===== config.mk =====
export PLATFORM = sky130hd
export DESIGN_NAME = protobuf_varint_field_parser
export DESIGN_NICKNAME = d
export VERILOG_FILES = /design/src/rtl/core/pvfp_pkg.sv /design/src/rtl/core/protobuf_varint_field_parser.sv /design/src/rtl/core/pvfp_front.sv /design/src/rtl/core/pvfp_back.sv
export SDC_FILE = /design/constraint.sdc
export NUM_CORES = 1
export LEC_CHECK = 0
export BUFFER_PORTS_ARGS = -buffer_cell sky130_fd_sc_hd__buf_2
export CAP_MARGIN = 10
export CORE_MARGIN = 1.5
export CORE_UTILIZATION = 65
export CTS_CLUSTER_SIZE = 14
export DETAILED_ROUTE_END_ITERATION = 16
export GPL_TIMING_DRIVEN = 0
export HOLD_SLACK_MARGIN = 0.03
export PLACE_DENSITY_LB_ADDON = 0.05
export SETUP_SLACK_MARGIN = 0.4
export SLEW_MARGIN = 20
export SYNTH_ARGS = -nofsm -noshare
export SYNTH_HDL_FRONTEND = slang
export SYNTH_SLANG_ARGS = --single-unit

===== constraint.sdc =====
create_clock -name clock -period 15.1 [get_ports clock]
set_clock_uncertainty 0.1 [all_clocks]
set_input_delay 3.02 -clock clock [delete_from_list [all_inputs] [get_ports clock]]
set_output_delay 3.02 -clock clock [all_outputs]
set_load 0.005 [all_outputs]

===== src/rtl/core/pvfp_pkg.sv =====
`timescale 1ns / 1ps
`default_nettype none

package pvfp_pkg;

   // byte queue between the front and the back
   localparam int QUEUE_DEPTH = 2;
   localparam int QPTR_W      = (QUEUE_DEPTH > 1) ? $clog2(QUEUE_DEPTH) : 1;
   localparam int QCNT_W      = $clog2(QUEUE_DEPTH + 1);

   // parser phases
   localparam logic [1:0] PH_TAG    = 2'd0;
   localparam logic [1:0] PH_VALUE  = 2'd1;
   localparam logic [1:0] PH_LENGTH = 2'd2;
   localparam logic [1:0] PH_SKIP   = 2'd3;

   // result status codes
   localparam logic [1:0] ST_OK        = 2'd0;
   localparam logic [1:0] ST_TOO_LONG  = 2'd1;
   localparam logic [1:0] ST_BAD_WIRE  = 2'd2;
   localparam logic [1:0] ST_TRUNCATED = 2'd3;

   // wire types that are handled
   localparam logic [2:0] WT_VARINT = 3'd0;
   localparam logic [2:0] WT_I64    = 3'd1;
   localparam logic [2:0] WT_LEN    = 3'd2;
   localparam logic [2:0] WT_I32    = 3'd5;

   localparam logic [63:0] SKIP_I64 = 64'd8;
   localparam logic [63:0] SKIP_I32 = 64'd4;

   // varint byte index of the tenth byte
   localparam logic [3:0] LAST_VARINT_IDX = 4'd9;
   localparam logic [3:0] MAX_FIELD_NUM   = 4'd9;

   typedef struct packed {
      logic       last;
      logic       cont;
      logic [6:0] payload;
   } pvfp_entry_type;

endpackage

`default_nettype wire


===== src/rtl/core/protobuf_varint_field_parser.sv =====
`timescale 1ns / 1ps
`default_nettype none

// an accepted req byte goes through the byte queue and then the rsp register to its rsp beat
// throughput: one section byte per cycle while no pending rsp beat is held by
//    rsp_tready; the back updates the varint accumulator or the 64-bit skip count for each byte
// bytes that finish nothing and are not last give no rsp beat
// reset: synchronous, active high; empties the byte queue, returns the parser
//    to the tag phase and drops any pending rsp beat
module protobuf_varint_field_parser (
   input  wire logic        clock,
   input  wire logic        reset,
   // request channel: one section byte per beat
   input  wire logic        req_tvalid,
   output logic             req_tready,
   input  wire logic [7:0]  req_tdata,   // [7:0] data_byte
   input  wire logic        req_tlast,   // last_byte
   // result channel
   output logic             rsp_tvalid,
   input  wire logic        rsp_tready,
   output logic [71:0]      rsp_tdata,   // [3:0] field_id, [67:4] field_value, rest zero
   output logic             rsp_tlast,   // section_done
   output logic [2:0]       rsp_tuser    // [0] field_valid, [2:1] status
);
   import pvfp_pkg::*;

   // front to back: head of the byte queue
   logic           head_valid;
   pvfp_entry_type head_entry;
   logic           head_pop;
   logic           draining;

   // front: accept, split each byte into continuation flag and payload, queue it
   pvfp_front u_front (
      .clock      (clock),
      .reset      (reset),
      .req_tvalid (req_tvalid),
      .req_tready (req_tready),
      .req_tdata  (req_tdata),
      .req_tlast  (req_tlast),
      .head_valid (head_valid),
      .head_entry (head_entry),
      .head_pop   (head_pop)
   );

   // back: tag / value / length varints, skip count, error draining, rsp register
   pvfp_back u_back (
      .clock      (clock),
      .reset      (reset),
      .head_valid (head_valid),
      .head_entry (head_entry),
      .head_pop   (head_pop),
      .rsp_tvalid (rsp_tvalid),
      .rsp_tready (rsp_tready),
      .rsp_tdata  (rsp_tdata),
      .rsp_tlast  (rsp_tlast),
      .rsp_tuser  (rsp_tuser),
      .draining   (draining)
   );

   // a field result always carries ok status and a field number from 1 to 9
   a_field_ok: assert property (@(posedge clock) disable iff (reset)
      (rsp_tvalid && rsp_tuser[0]) |->
         (rsp_tuser[2:1] == ST_OK) && (rsp_tdata[3:0] != 4'd0) &&
         (rsp_tdata[3:0] <= MAX_FIELD_NUM))
      else $error("field result with bad status or number");

   // truncation is only reported on the last byte of a section
   a_trunc_last: assert property (@(posedge clock) disable iff (reset)
      (rsp_tvalid && rsp_tuser[2:1] == ST_TRUNCATED) |-> rsp_tlast)
      else $error("truncation reported before section end");

   // draining starts together with an error beat that does not end the section
   a_drain_start: assert property (@(posedge clock) disable iff (reset)
      $rose(draining) |-> rsp_tvalid && (rsp_tuser[2:1] != ST_OK) && !rsp_tlast)
      else $error("drain without a pending error beat");

   // the last byte always brings the parser out of draining
   a_drain_end: assert property (@(posedge clock) disable iff (reset)
      (draining && head_pop && head_entry.last) |=> !draining)
      else $error("draining kept past section end");

endmodule

`default_nettype wire


===== src/rtl/core/pvfp_front.sv =====
`timescale 1ns / 1ps
`default_nettype none

module pvfp_front (
   input  wire logic                     clock,
   input  wire logic                     reset,
   input  wire logic                     req_tvalid,
   output logic                          req_tready,
   input  wire logic [7:0]               req_tdata,
   input  wire logic                     req_tlast,
   output logic                          head_valid,
   output pvfp_pkg::pvfp_entry_type      head_entry,
   input  wire logic                     head_pop
);
   import pvfp_pkg::*;

   pvfp_entry_type     entry_ff [QUEUE_DEPTH];
   logic [QPTR_W-1:0]  wr_ptr_ff, wr_ptr_in;
   logic [QPTR_W-1:0]  rd_ptr_ff, rd_ptr_in;
   logic [QCNT_W-1:0]  count_ff, count_in;
   pvfp_entry_type     classified;
   logic               push;
   logic               pop;

   // split the byte into continuation flag and payload bits
   always_comb begin
      classified.last    = req_tlast;
      classified.cont    = req_tdata[7];
      classified.payload = req_tdata[6:0];
   end

   assign req_tready = (count_ff != QCNT_W'(QUEUE_DEPTH));
   assign push       = req_tvalid && req_tready;
   assign head_valid = (count_ff != '0);
   assign pop        = head_pop && head_valid;
   assign head_entry = entry_ff[rd_ptr_ff];

   always_comb begin
      wr_ptr_in = wr_ptr_ff;
      rd_ptr_in = rd_ptr_ff;
      count_in  = count_ff;
      if (push) begin
         wr_ptr_in = (wr_ptr_ff == QPTR_W'(QUEUE_DEPTH - 1)) ? '0 : wr_ptr_ff + 1'b1;
      end
      if (pop) begin
         rd_ptr_in = (rd_ptr_ff == QPTR_W'(QUEUE_DEPTH - 1)) ? '0 : rd_ptr_ff + 1'b1;
      end
      if (push && !pop) begin
         count_in = count_ff + 1'b1;
      end else if (pop && !push) begin
         count_in = count_ff - 1'b1;
      end
   end

   always_ff @(posedge clock) begin
      if (reset) begin
         wr_ptr_ff <= '0;
         rd_ptr_ff <= '0;
         count_ff  <= '0;
      end else begin
         wr_ptr_ff <= wr_ptr_in;
         rd_ptr_ff <= rd_ptr_in;
         count_ff  <= count_in;
      end
   end

   always_ff @(posedge clock) begin
      if (push) begin
         entry_ff[wr_ptr_ff] <= classified;
      end
   end

endmodule

`default_nettype wire


===== src/rtl/core/pvfp_back.sv =====
`timescale 1ns / 1ps
`default_nettype none

module pvfp_back (
   input  wire logic                     clock,
   input  wire logic                     reset,
   input  wire logic                     head_valid,
   input  wire pvfp_pkg::pvfp_entry_type head_entry,
   output logic                          head_pop,
   output logic                          rsp_tvalid,
   input  wire logic                     rsp_tready,
   output logic [71:0]                   rsp_tdata,
   output logic                          rsp_tlast,
   output logic [2:0]                    rsp_tuser,
   output logic                          draining
);
   import pvfp_pkg::*;

   logic [1:0]  phase_ff, phase_in;
   logic [63:0] acc_ff, acc_in;
   logic [3:0]  idx_ff, idx_in;
   logic [3:0]  held_field_ff, held_field_in;
   logic        held_known_ff, held_known_in;
   logic [63:0] skip_ff, skip_in;
   logic        drain_ff, drain_in;

   logic        rsp_valid_ff;
   logic [3:0]  rsp_number_ff;
   logic [63:0] rsp_value_ff;
   logic        rsp_last_ff;
   logic        rsp_fvalid_ff;
   logic [1:0]  rsp_status_ff;

   logic        out_ok;
   logic        emit;
   logic        fvalid;
   logic [3:0]  fnum;
   logic [63:0] fval;
   logic [1:0]  status;
   logic [6:0]  shamt;
   logic [63:0] acc_or;
   logic [63:0] skip_dec;
   logic [3:0]  tag_num;
   logic        tag_known;
   logic [2:0]  tag_wt;

   assign out_ok   = !rsp_valid_ff || rsp_tready;
   assign head_pop = head_valid && out_ok;
   assign draining = drain_ff;

   // shift is 7 times the byte index
   assign shamt    = {idx_ff, 3'b000} - {3'b000, idx_ff};
   assign acc_or   = acc_ff | ({57'd0, head_entry.payload} << shamt);
   assign skip_dec = skip_ff - {63'd0, (skip_ff != '0)};

   assign tag_num   = acc_or[6:3];
   assign tag_wt    = acc_or[2:0];
   assign tag_known = (acc_or[63:7] == '0) && (tag_num != '0) && (tag_num <= MAX_FIELD_NUM);

   always_comb begin
      phase_in      = phase_ff;
      acc_in        = acc_ff;
      idx_in        = idx_ff;
      held_field_in = held_field_ff;
      held_known_in = held_known_ff;
      skip_in       = skip_ff;
      drain_in      = drain_ff;
      fvalid        = 1'b0;
      fnum          = '0;
      fval          = '0;
      status        = ST_OK;

      if (!drain_ff) begin
         if (phase_ff == PH_SKIP) begin
            skip_in = skip_dec;
            if (skip_dec == '0) begin
               phase_in = PH_TAG;
            end
         end else if (head_entry.cont) begin
            acc_in = acc_or;
            if (idx_ff >= LAST_VARINT_IDX) begin
               status = ST_TOO_LONG;
            end else begin
               idx_in = idx_ff + 1'b1;
            end
         end else begin
            acc_in = '0;
            idx_in = '0;
            unique case (phase_ff)
               PH_TAG: begin
                  held_known_in = tag_known;
                  held_field_in = tag_known ? tag_num : '0;
                  unique case (tag_wt)
                     WT_VARINT: phase_in = PH_VALUE;
                     WT_I64: begin
                        phase_in = PH_SKIP;
                        skip_in  = SKIP_I64;
                     end
                     WT_I32: begin
                        phase_in = PH_SKIP;
                        skip_in  = SKIP_I32;
                     end
                     WT_LEN:  phase_in = PH_LENGTH;
                     default: status = ST_BAD_WIRE;
                  endcase
               end
               PH_VALUE: begin
                  if (held_known_ff) begin
                     fvalid = 1'b1;
                     fnum   = held_field_ff;
                     fval   = acc_or;
                  end
                  phase_in = PH_TAG;
               end
               default: begin
                  if (acc_or == '0) begin
                     phase_in = PH_TAG;
                  end else begin
                     phase_in = PH_SKIP;
                     skip_in  = acc_or;
                  end
               end
            endcase
         end
         if (status == ST_OK && head_entry.last && (phase_in != PH_TAG || idx_in != '0)) begin
            status = ST_TRUNCATED;
         end
         if (status != ST_OK && !head_entry.last) begin
            drain_in = 1'b1;
         end
      end

      // end of section: back to the reset state
      if (head_entry.last) begin
         phase_in      = PH_TAG;
         acc_in        = '0;
         idx_in        = '0;
         held_field_in = '0;
         held_known_in = 1'b0;
         skip_in       = '0;
         drain_in      = 1'b0;
      end
   end

   assign emit = fvalid || (status != ST_OK) || head_entry.last;

   always_ff @(posedge clock) begin
      if (reset) begin
         phase_ff      <= PH_TAG;
         acc_ff        <= '0;
         idx_ff        <= '0;
         held_field_ff <= '0;
         held_known_ff <= 1'b0;
         skip_ff       <= '0;
         drain_ff      <= 1'b0;
      end else if (head_pop) begin
         phase_ff      <= phase_in;
         acc_ff        <= acc_in;
         idx_ff        <= idx_in;
         held_field_ff <= held_field_in;
         held_known_ff <= held_known_in;
         skip_ff       <= skip_in;
         drain_ff      <= drain_in;
      end
   end

   always_ff @(posedge clock) begin
      if (reset) begin
         rsp_valid_ff <= 1'b0;
      end else if (head_pop && emit) begin
         rsp_valid_ff <= 1'b1;
      end else if (rsp_tready) begin
         rsp_valid_ff <= 1'b0;
      end
   end

   always_ff @(posedge clock) begin
      if (head_pop && emit) begin
         rsp_number_ff <= fnum;
         rsp_value_ff  <= fval;
         rsp_last_ff   <= head_entry.last;
         rsp_fvalid_ff <= fvalid;
         rsp_status_ff <= status;
      end
   end

   assign rsp_tvalid = rsp_valid_ff;
   assign rsp_tdata  = {4'd0, rsp_value_ff, rsp_number_ff};
   assign rsp_tlast  = rsp_last_ff;
   assign rsp_tuser  = {rsp_status_ff, rsp_fvalid_ff};

endmodule

`default_nettype wire


==> results.txt, run 1 <==
----------------------------------------------------
[Clock tree]
  Clock slew at the register clock pins of the worst setup and hold paths ... approximately 0.060 ns
  Clock tree from TritonCTS ... built
  Hold_buf cts ... 0
  Total number of clock tree sinks ... 236
  Setup repair bufs after CTS ... 0
  Depth of the CTS H-tree ... 1
  Source-to-sink clock delay at the later pin of the worst-skew pair ... 0.54 ns
  Maximum clock path buffer count ... 3
  Number of clock buffers inserted by TritonCTS ... 24
  Master cell of the clock root buffer ... clkbuf_16
  Quantity of gates resized following cts ... 0

[Routing]
  Average wire per cell in the routed design ... 24.7 um
  Count of routing violations after the opening detailed-route iteration ... 2328
  Via density per instance ... roughly 7
  Detailed-routing iteration count for the pre-antenna-repair pass ... 7
  Post-detailed-route DRC marker count ... 0
  Total number of vias ... 13900
  Post-detailed-route count of antenna-violating nets ... 0
  Aggregate routed wire length ... 48400 um

[Global routing]
  Initial antenna violation count ... 3
  Grt total ovfl ... 0
  Global-route wire length before repair ... between 70000 and 80000 um
  Overall track demand over capacity in global routing ... 0.442
  Pin count of the biggest net entering global routing ... between 60 and 70
  Via count of the first global-routing pass ... 12600

[Place]
  Post-detail-place hpwl ... between 30000 and 40000 um
  Routability cong. ... roughly 1.0
  Count of input and output buffers ... 85

[Timing]
  Worst Tran Pin Value ... 1.22 ns
  F_max ... about 150 MHz
  Final period demand of the worst path ... 6.58 ns
  Number of max-slew violations in the final report ... 0
  Final hold violation count ... 0
  Setup repair after global routing missed its margin ... false
  Share of the cycle needed by the critical path after routing ... 0.436
  Worst slew slack as a fraction of its limit ... 0.182
  Final setup fails ... 0
  Total negative slack for setup checks ... 0 ns

[Logic synthesis]
  Register bit total from synthesis ... approximately 240
  Post-synthesis instance area ... roughly 13000 um2
  Sequential area share after synthesis ... 0.424
  Dominant register cell in the synthesized netlist ... dfxtp_1
  Proportion of synthesized flip-flops having asynchronous set or reset ... 0
  Dominant cells by area after synthesis ... dfxtp_1, edfxtp_1, a21oi_1
  Distinct cell type count after synthesis ... 89
  Post-synth top area share ... 0.220
  Warning count from the yosys run ... 0
  Number of synthesized flops with an enable pin ... 90
  Synthesized instance count ... approximately 1600
  Syn_area_per_cell ... 8.53 um2
  Dominant cell type by area after synthesis ... dfxtp_1

[Layout]
  Net count of the finished layout ... about 1700
  Sequential cell area ... around 5600 um2
  Synthesis-to-finish area growth ... 12.1%
  Ratio of cells with drive above 1 in the final layout ... 0.125
  Area of the multi-input gates ... roughly 7000 um2
  Filler cell count in the final layout ... 1558

[Setup path]
  Element type at the critical path start ... flop
  Setup CP Type ... flop to flop
  Critical path peak fanout ... 10
  Setup slack of the most critical reg-to-reg path ... 8.52 ns
  Setup crit end kind ... flop
  WP data required ... 15.25 ns
  Data arrival time of the critical path ... 6.73 ns

[Status]
  Run status ... finished, final reports clean

[Die]
  I/O pins ... 91
  Die area ... 21300 um2
  Number of placement rows ... 52
  Chip Width ... 146 um
  Die H ... 146 um
  Initial Utilization ... 0.660
  Floorplan core area ... 20100 um2

[Run]
  Max capacitance violation total ... 0

[Power]
  Share of total power consumed by net switching ... 0.478
  Net load switching power ... 1.59 mW
  Combinational Power Share ... 0.568
  PwrDens ... 224 nW/um2
  Design Power ... 3.32 mW
  Proportion of power drawn by flip-flops and latches ... 0.249
  Clock group share of total power ... 0.183
  LEAKAGE ... 5.29 nW
  Max rail drop VDD ... 0.213 mV
  Internal power component ... 1.73 mW

[Min path]
  Hold crit path type ... flop to flop

----------------------------------------------------
-- layer usage --
layer  vias up  global-route usage  share of wire
met1      6394               0.574           0.36
li1       6014                   -              -
met5         -                   0        0.00081
met3       274               0.109           0.14
met2      1244               0.679           0.43
met4         6               0.246          0.067
-- cells in the final DEF, fill, tap and decap left out, types with 32 or more instances in the layout --
cell,synthesis,layout
nand2_1,116,116
o21ai_0,54,54
nor3_1,102,102
nor4_1,32,32
dfxtp_1,146,146
nor2_1,200,200
nand3_1,52,52
buf_2,18,103
clkbuf_1,78,84
a21oi_1,165,165
edfxtp_1,90,90
-- path summary, 6_finish.rpt --
kind / end / startpoint / depth (start not counted)
setup reg to reg: u_back.rsp_status_ff[0] / u_back.skip_ff[8] / 18
hold / removal: u_back.held_known_ff / u_back.held_known_ff / 2
setup / recovery: u_back.rsp_status_ff[0] / u_back.skip_ff[8] / 18
hold reg to reg: u_back.held_known_ff / u_back.held_known_ff / 2
-- state kept, by name (all words and copies together) (netlist names), named ones only --
register,cells
u_back.draining,1
u_back.rsp_tvalid,1
u_front.entry_ff,18
u_front.wr_ptr_ff,1
u_back.rsp_number_ff,4
u_back.rsp_fvalid_ff,1
u_back.acc_ff,64
u_back.rsp_tlast,1
u_back.rsp_value_ff,64
u_back.held_field_ff,4
u_back.phase_ff,2
u_front.count_ff,2
u_back.rsp_status_ff,2
u_back.idx_ff,4
u_back.skip_ff,64
u_front.rd_ptr_ff,1
u_back.held_known_ff,1
-- cells in the mapped netlist (20+ instances only) --
library cell and count:
a21oi_1 165, o21ai_0 54, a31oi_1 27, nor2_1 200, dfxtp_1 146, nor3_1 102, xnor2_1 31, xor2_1 26
o22ai_1 31, nand2_1 116, edfxtp_1 90, nor4_1 32, nand3_1 52, mux2i_1 28, nand4_1 20, clkbuf_1 78
-- logic make-up after synthesis --
family | synth area share
AOI/OAI and AO/OA | 0.215
xor gates and xnor gates | 0.0377
buffers and inverters | 0.0482
adders and majority gates | 0.00661
muxes | 0.0339
DFF | 0.424
and+or+nand+nor | 0.234
other | 0.000283
-- layout make-up --
cell class	instances	area share
Sequential cell	236	0.379
Tap cell	270	0.0227
Clock buffer	33	0.0455
Multi-Input combinational cell	1182	0.472
Antenna cell	1	0.000168
Timing Repair Buffer	87	0.0308
Buffer	120	0.0382
Inverter	19	0.00497
Clock inverter	10	0.00741
-- power groups by stage --
stage,clock [mW],sequential (mW),combinational [mW]
6_report,0.607,0.826,1.89
3_3_place_gp,0,0.844,1.75
4_1_cts,0.600,0.826,1.79
3_5_place_dp,0,0.839,1.78
5_1_grt,0.624,0.834,1.97
2_1_floorplan,0,0.854,1.20
-- per-stage QoR --
| stage | worst slack [ns] | hold slack [ns] | utilization | instance area (um2) | instances |
|---|---|---|---|---|---|
| 3_3_place_gp | 8.51 | 0.327 | 0.698 | 14000 | 1912 |
| 4_1_cts | 8.89 | 0.361 | 0.739 | 14800 | 1956 |
| 5_1_grt | 8.30 | 0.395 | 0.739 | 14900 | 1957 |
| 2_1_floorplan | 9.60 | 0.317 | - | 13300 | 1557 |
| 6_report | 8.52 | 0.364 | 0.739 | 14900 | 1958 |
| 3_5_place_dp | 8.91 | 0.351 | 0.700 | 14100 | 1913 |
-- worst max-delay path, stage by stage (launching register included) --
cell,delay [ns]
dfxtp_1,0.37
nor3_1,0.58
nand4_1,0.56
clkbuf_1,0.38
nor3_1,0.39
nand4_1,0.23
ha_1,0.32
ha_1,0.26
nor3b_1,0.21
nand2_1,0.29
clkbuf_1,0.51
a2111oi_0,0.21
nor3_1,0.30
o21ai_0,0.18
nor4_1,0.49
nand4_1,0.38
o211a_1,0.26
a21oi_2,0.15
o31ai_1,0.11
(Power assumes the default switching activity.)
==> inputs of run 2 (changes only) <==
Settings changed: ABC_AREA set to 1, CORE_UTILIZATION 65 to 61.
Clock period 15.1 ns to 6.2 ns, I/O delays scaled along.
==> run 2 against run 1 <==
Effect of this change: synthesized area up 2.4%; non-clock buffer count down 29; power rose to 3.0 times the previous value; via count up 4.2%; routed wire length up 7.3%; synthesized cell count up 20%; highest routed layer is now met4; die area up 8.9%; sequential power rose to 2.9 times the previous value; sequential share of layout area down 0.81 points; final cell count up 17%; clock-buffer cell count up 1; flip-flop and latch count unchanged.
==> results.txt, run 2 <==
----------------------------------------------------
[Status]
  Run status ... finished, final reports clean

[Logic synthesis]
  Dominant cells by area after synthesis ... dfxtp_1, edfxtp_1, nand2_1
  Distinct cell type count after synthesis ... 48
  Commonest cells in the synthesized netlist ... nand2_1, nor2_1, inv_1
  Proportion of synthesized flip-flops having asynchronous set or reset ... 0
  Post-synthesis instance area ... 13600 um2
  Dominant register cell in the synthesized netlist ... dfxtp_1
  Warning count from the yosys run ... 0
  Number of synthesized flops with an enable pin ... 90
  Syn_area_per_cell ... 7.26 um2
  Post-synth top area share ... 0.215
  Synthesized instance count ... roughly 1900
  Register bit total from synthesis ... about 240
  Sequential area share after synthesis ... 0.414
  Dominant cell type by area after synthesis ... dfxtp_1
  Leading cell type by number of instances after synthesis ... nand2_1

[Place]
  Total cell area at the placement stage ... 14400 um2
  Count of input and output buffers ... 85
  Worst setup timing slack at the placement stage ... 1.08 ns
  Routability cong. ... 1.06
  Post-detail-place hpwl ... 40700 um

[Clock tree]
  Quantity of gates resized following cts ... 0
  Maximum clock path buffer count ... 3
  Number of clock buffers inserted by TritonCTS ... 25
  Total number of clock tree sinks ... 236
  Master cell of the clock root buffer ... clkbuf_16
  Clock tree from TritonCTS ... built
  Source-to-sink clock delay at the later pin of the worst-skew pair ... around 0.53 ns
  Setup repair bufs after CTS ... 0
  Hold_buf cts ... 0
  Clock slew at the register clock pins of the worst setup and hold paths ... 0.06 ns
  Depth of the CTS H-tree ... 1

[Timing]
  Number of max-slew violations in the final report ... 0
  Setup repair after global routing missed its margin ... false
  Crit path setup slack, layout ... approximately 0.7 ns
  Worst Tran Pin Value ... between 1 and 1.5 ns
  Worst slew slack as a fraction of its limit ... 0.197
  Final period demand of the worst path ... 5.50 ns
  F_max ... 182 MHz
  Final setup fails ... 0
  Share of the cycle needed by the critical path after routing ... 0.887
  Final hold violation count ... 0

[Die]
  Number of placement rows ... between 50 and 60
  Die H ... between 150 and 200 um
  Floorplan core area ... 21800 um2
  Chip Width ... 152 um
  Die area ... 23200 um2
  I/O pins ... between 90 and 100
  Initial Utilization ... 0.622

[Layout]
  Highest-count cells in the layout ignoring fill and taps ... nand2_1, nor2_1, inv_1
  Net count of the finished layout ... between 2000 and 2500
  Area of the multi-input gates ... 6650 um2
  Filler cell count in the final layout ... 1864
  Design Area, Final ... ~15000 um2
  Sequential cell area ... 5630 um2
  Synthesis-to-finish area growth ... 11.8%
  Ratio of cells with drive above 1 in the final layout ... 0.103
  Commonest non-fill, non-tap cell in the layout ... nand2_1
  Largest regs ... u_back.acc_ff x64, u_back.rsp_value_ff x64, u_back.skip_ff x64

[Power]
  Combinational Power Share ... 0.619
  PwrDens ... ~660 nW/um2
  Max rail drop VDD ... 0.501 mV
  Net load switching power ... 5.37 mW
  Share of total power consumed by net switching ... 0.534
  Clock group share of total power ... 0.147
  Internal power component ... 4.69 mW
  Proportion of power drawn by flip-flops and latches ... 0.235
  LEAKAGE ... 6.20 nW

[Global routing]
  Grt total ovfl ... 0
  Initial antenna violation count ... 0
  Pin count of the biggest net entering global routing ... 68
  Global-route wire length before repair ... 78000 um
  Overall track demand over capacity in global routing ... 0.438
  Via count of the first global-routing pass ... between 10000 and 15000

[Routing]
  Via density per instance ... 6.35
  Total number of vias ... 14500
  Average wire per cell in the routed design ... 22.7 um
  Detailed-routing iteration count for the pre-antenna-repair pass ... 9
  Count of routing violations after the opening detailed-route iteration ... 2151
  Post-detailed-route DRC marker count ... 0
  Post-detailed-route count of antenna-violating nets ... 0
  Aggregate routed wire length ... roughly 52000 um

[Setup path]
  Slowest stage cell on the critical path ... nor2_1
  Slowest Stage Delay on Critical Path ... 0.53 ns
  Element type at the critical path start ... flop
  Critical path peak fanout ... between 60 and 70
  Most prevalent standard cell on the critical path ... nand2_1
  Data arrival time of the critical path ... 5.63 ns
  Setup CP Type ... flop to flop
  WP data required ... 6.34 ns
  Setup crit end kind ... flop

[Min path]
  Hold crit path type ... flop to flop

[Run]
  Max capacitance violation total ... 0

----------------------------------------------------
[run 2: metrics by stage]
stage | total power [mW] | instances | hold WS (ns) | setup TNS (ns) | util
after floorplan | 6.20 | 1874 | 0.326 | 0 | -
after global placement | 8.16 | 2239 | 0.337 | -13.18 | 0.658
after detailed placement | 8.29 | 2240 | 0.357 | 0 | 0.660
after CTS | 9.75 | 2285 | 0.366 | 0 | 0.696
after global routing | 10.5 | 2285 | 0.380 | 0 | 0.696
final | 10.1 | 2286 | 0.368 | 0 | 0.696
[run 2: per-layer routing]
layer | global-route usage | vias up | part of all wire
li1 | - | 6440 | -
met5 | 0 | - | 0
met4 | 0.276 | 0 | 0.072
met1 | 0.566 | 6668 | 0.37
met2 | 0.659 | 1182 | 0.43
met3 | 0.109 | 234 | 0.13
[run 2: area by class of cell]
class / instances / share of cell area
Inverter: 227 / 0.0563
Timing Repair Buffer: 86 / 0.0298
Sequential cell: 236 / 0.371
Clock inverter: 11 / 0.00569
Tap cell: 280 / 0.0231
Clock buffer: 34 / 0.0461
Buffer: 92 / 0.0306
Antenna cell: 1 / 0.000165
Multi-Input combinational cell: 1319 / 0.438
[run 2: critical path, delay by kind of cell (launching register included)]
| kind | cells | cell delay, ns |
|---|---|---|
| DFF | 1 | 0.47 |
| AOI/OAI and AO/OA | 1 | 0.42 |
| adders and majority gates | 1 | 0.31 |
| and+or+nand+nor | 20 | 2.68 |
| buffers and inverters | 7 | 1.14 |
[run 2: cells by family (layout without fill, tap and decap cells)]
family / after synthesis / in the layout / share of synthesized area
flip-flops: 236 / 236 / 0.414
XOR/XNOR: 64 / 64 / 0.0429
adder cells (fa/ha/maj): 7 / 7 / 0.00645
buffers and inverters: 319 / 450 / 0.0970
other: 1 / 5 / 0.000276
AO/OA/AOI/OAI: 298 / 298 / 0.143
AND/OR/NAND/NOR: 946 / 946 / 0.296
[run 2: worst paths after layout]
path	to	depth (start not counted)	slack (ns)	from
setup / recovery	u_back.rsp_value_ff[61]	29	0.70	u_back.idx_ff[0]
hold / removal	u_back.acc_ff[5]	2	0.37	u_back.acc_ff[5]
setup reg to reg	u_back.rsp_value_ff[61]	29	0.70	u_back.idx_ff[0]
hold reg to reg	u_back.acc_ff[5]	2	0.37	u_back.acc_ff[5]
[run 2: power groups by stage]
stage	combinational (mW)	clock [mW]	sequential (mW)
detailed placement	5.91	0	2.38
global route	6.57	1.52	2.40
global placement	5.77	0	2.39
floorplan	3.80	0	2.40
finish	6.22	1.47	2.36
CTS	5.94	1.45	2.35
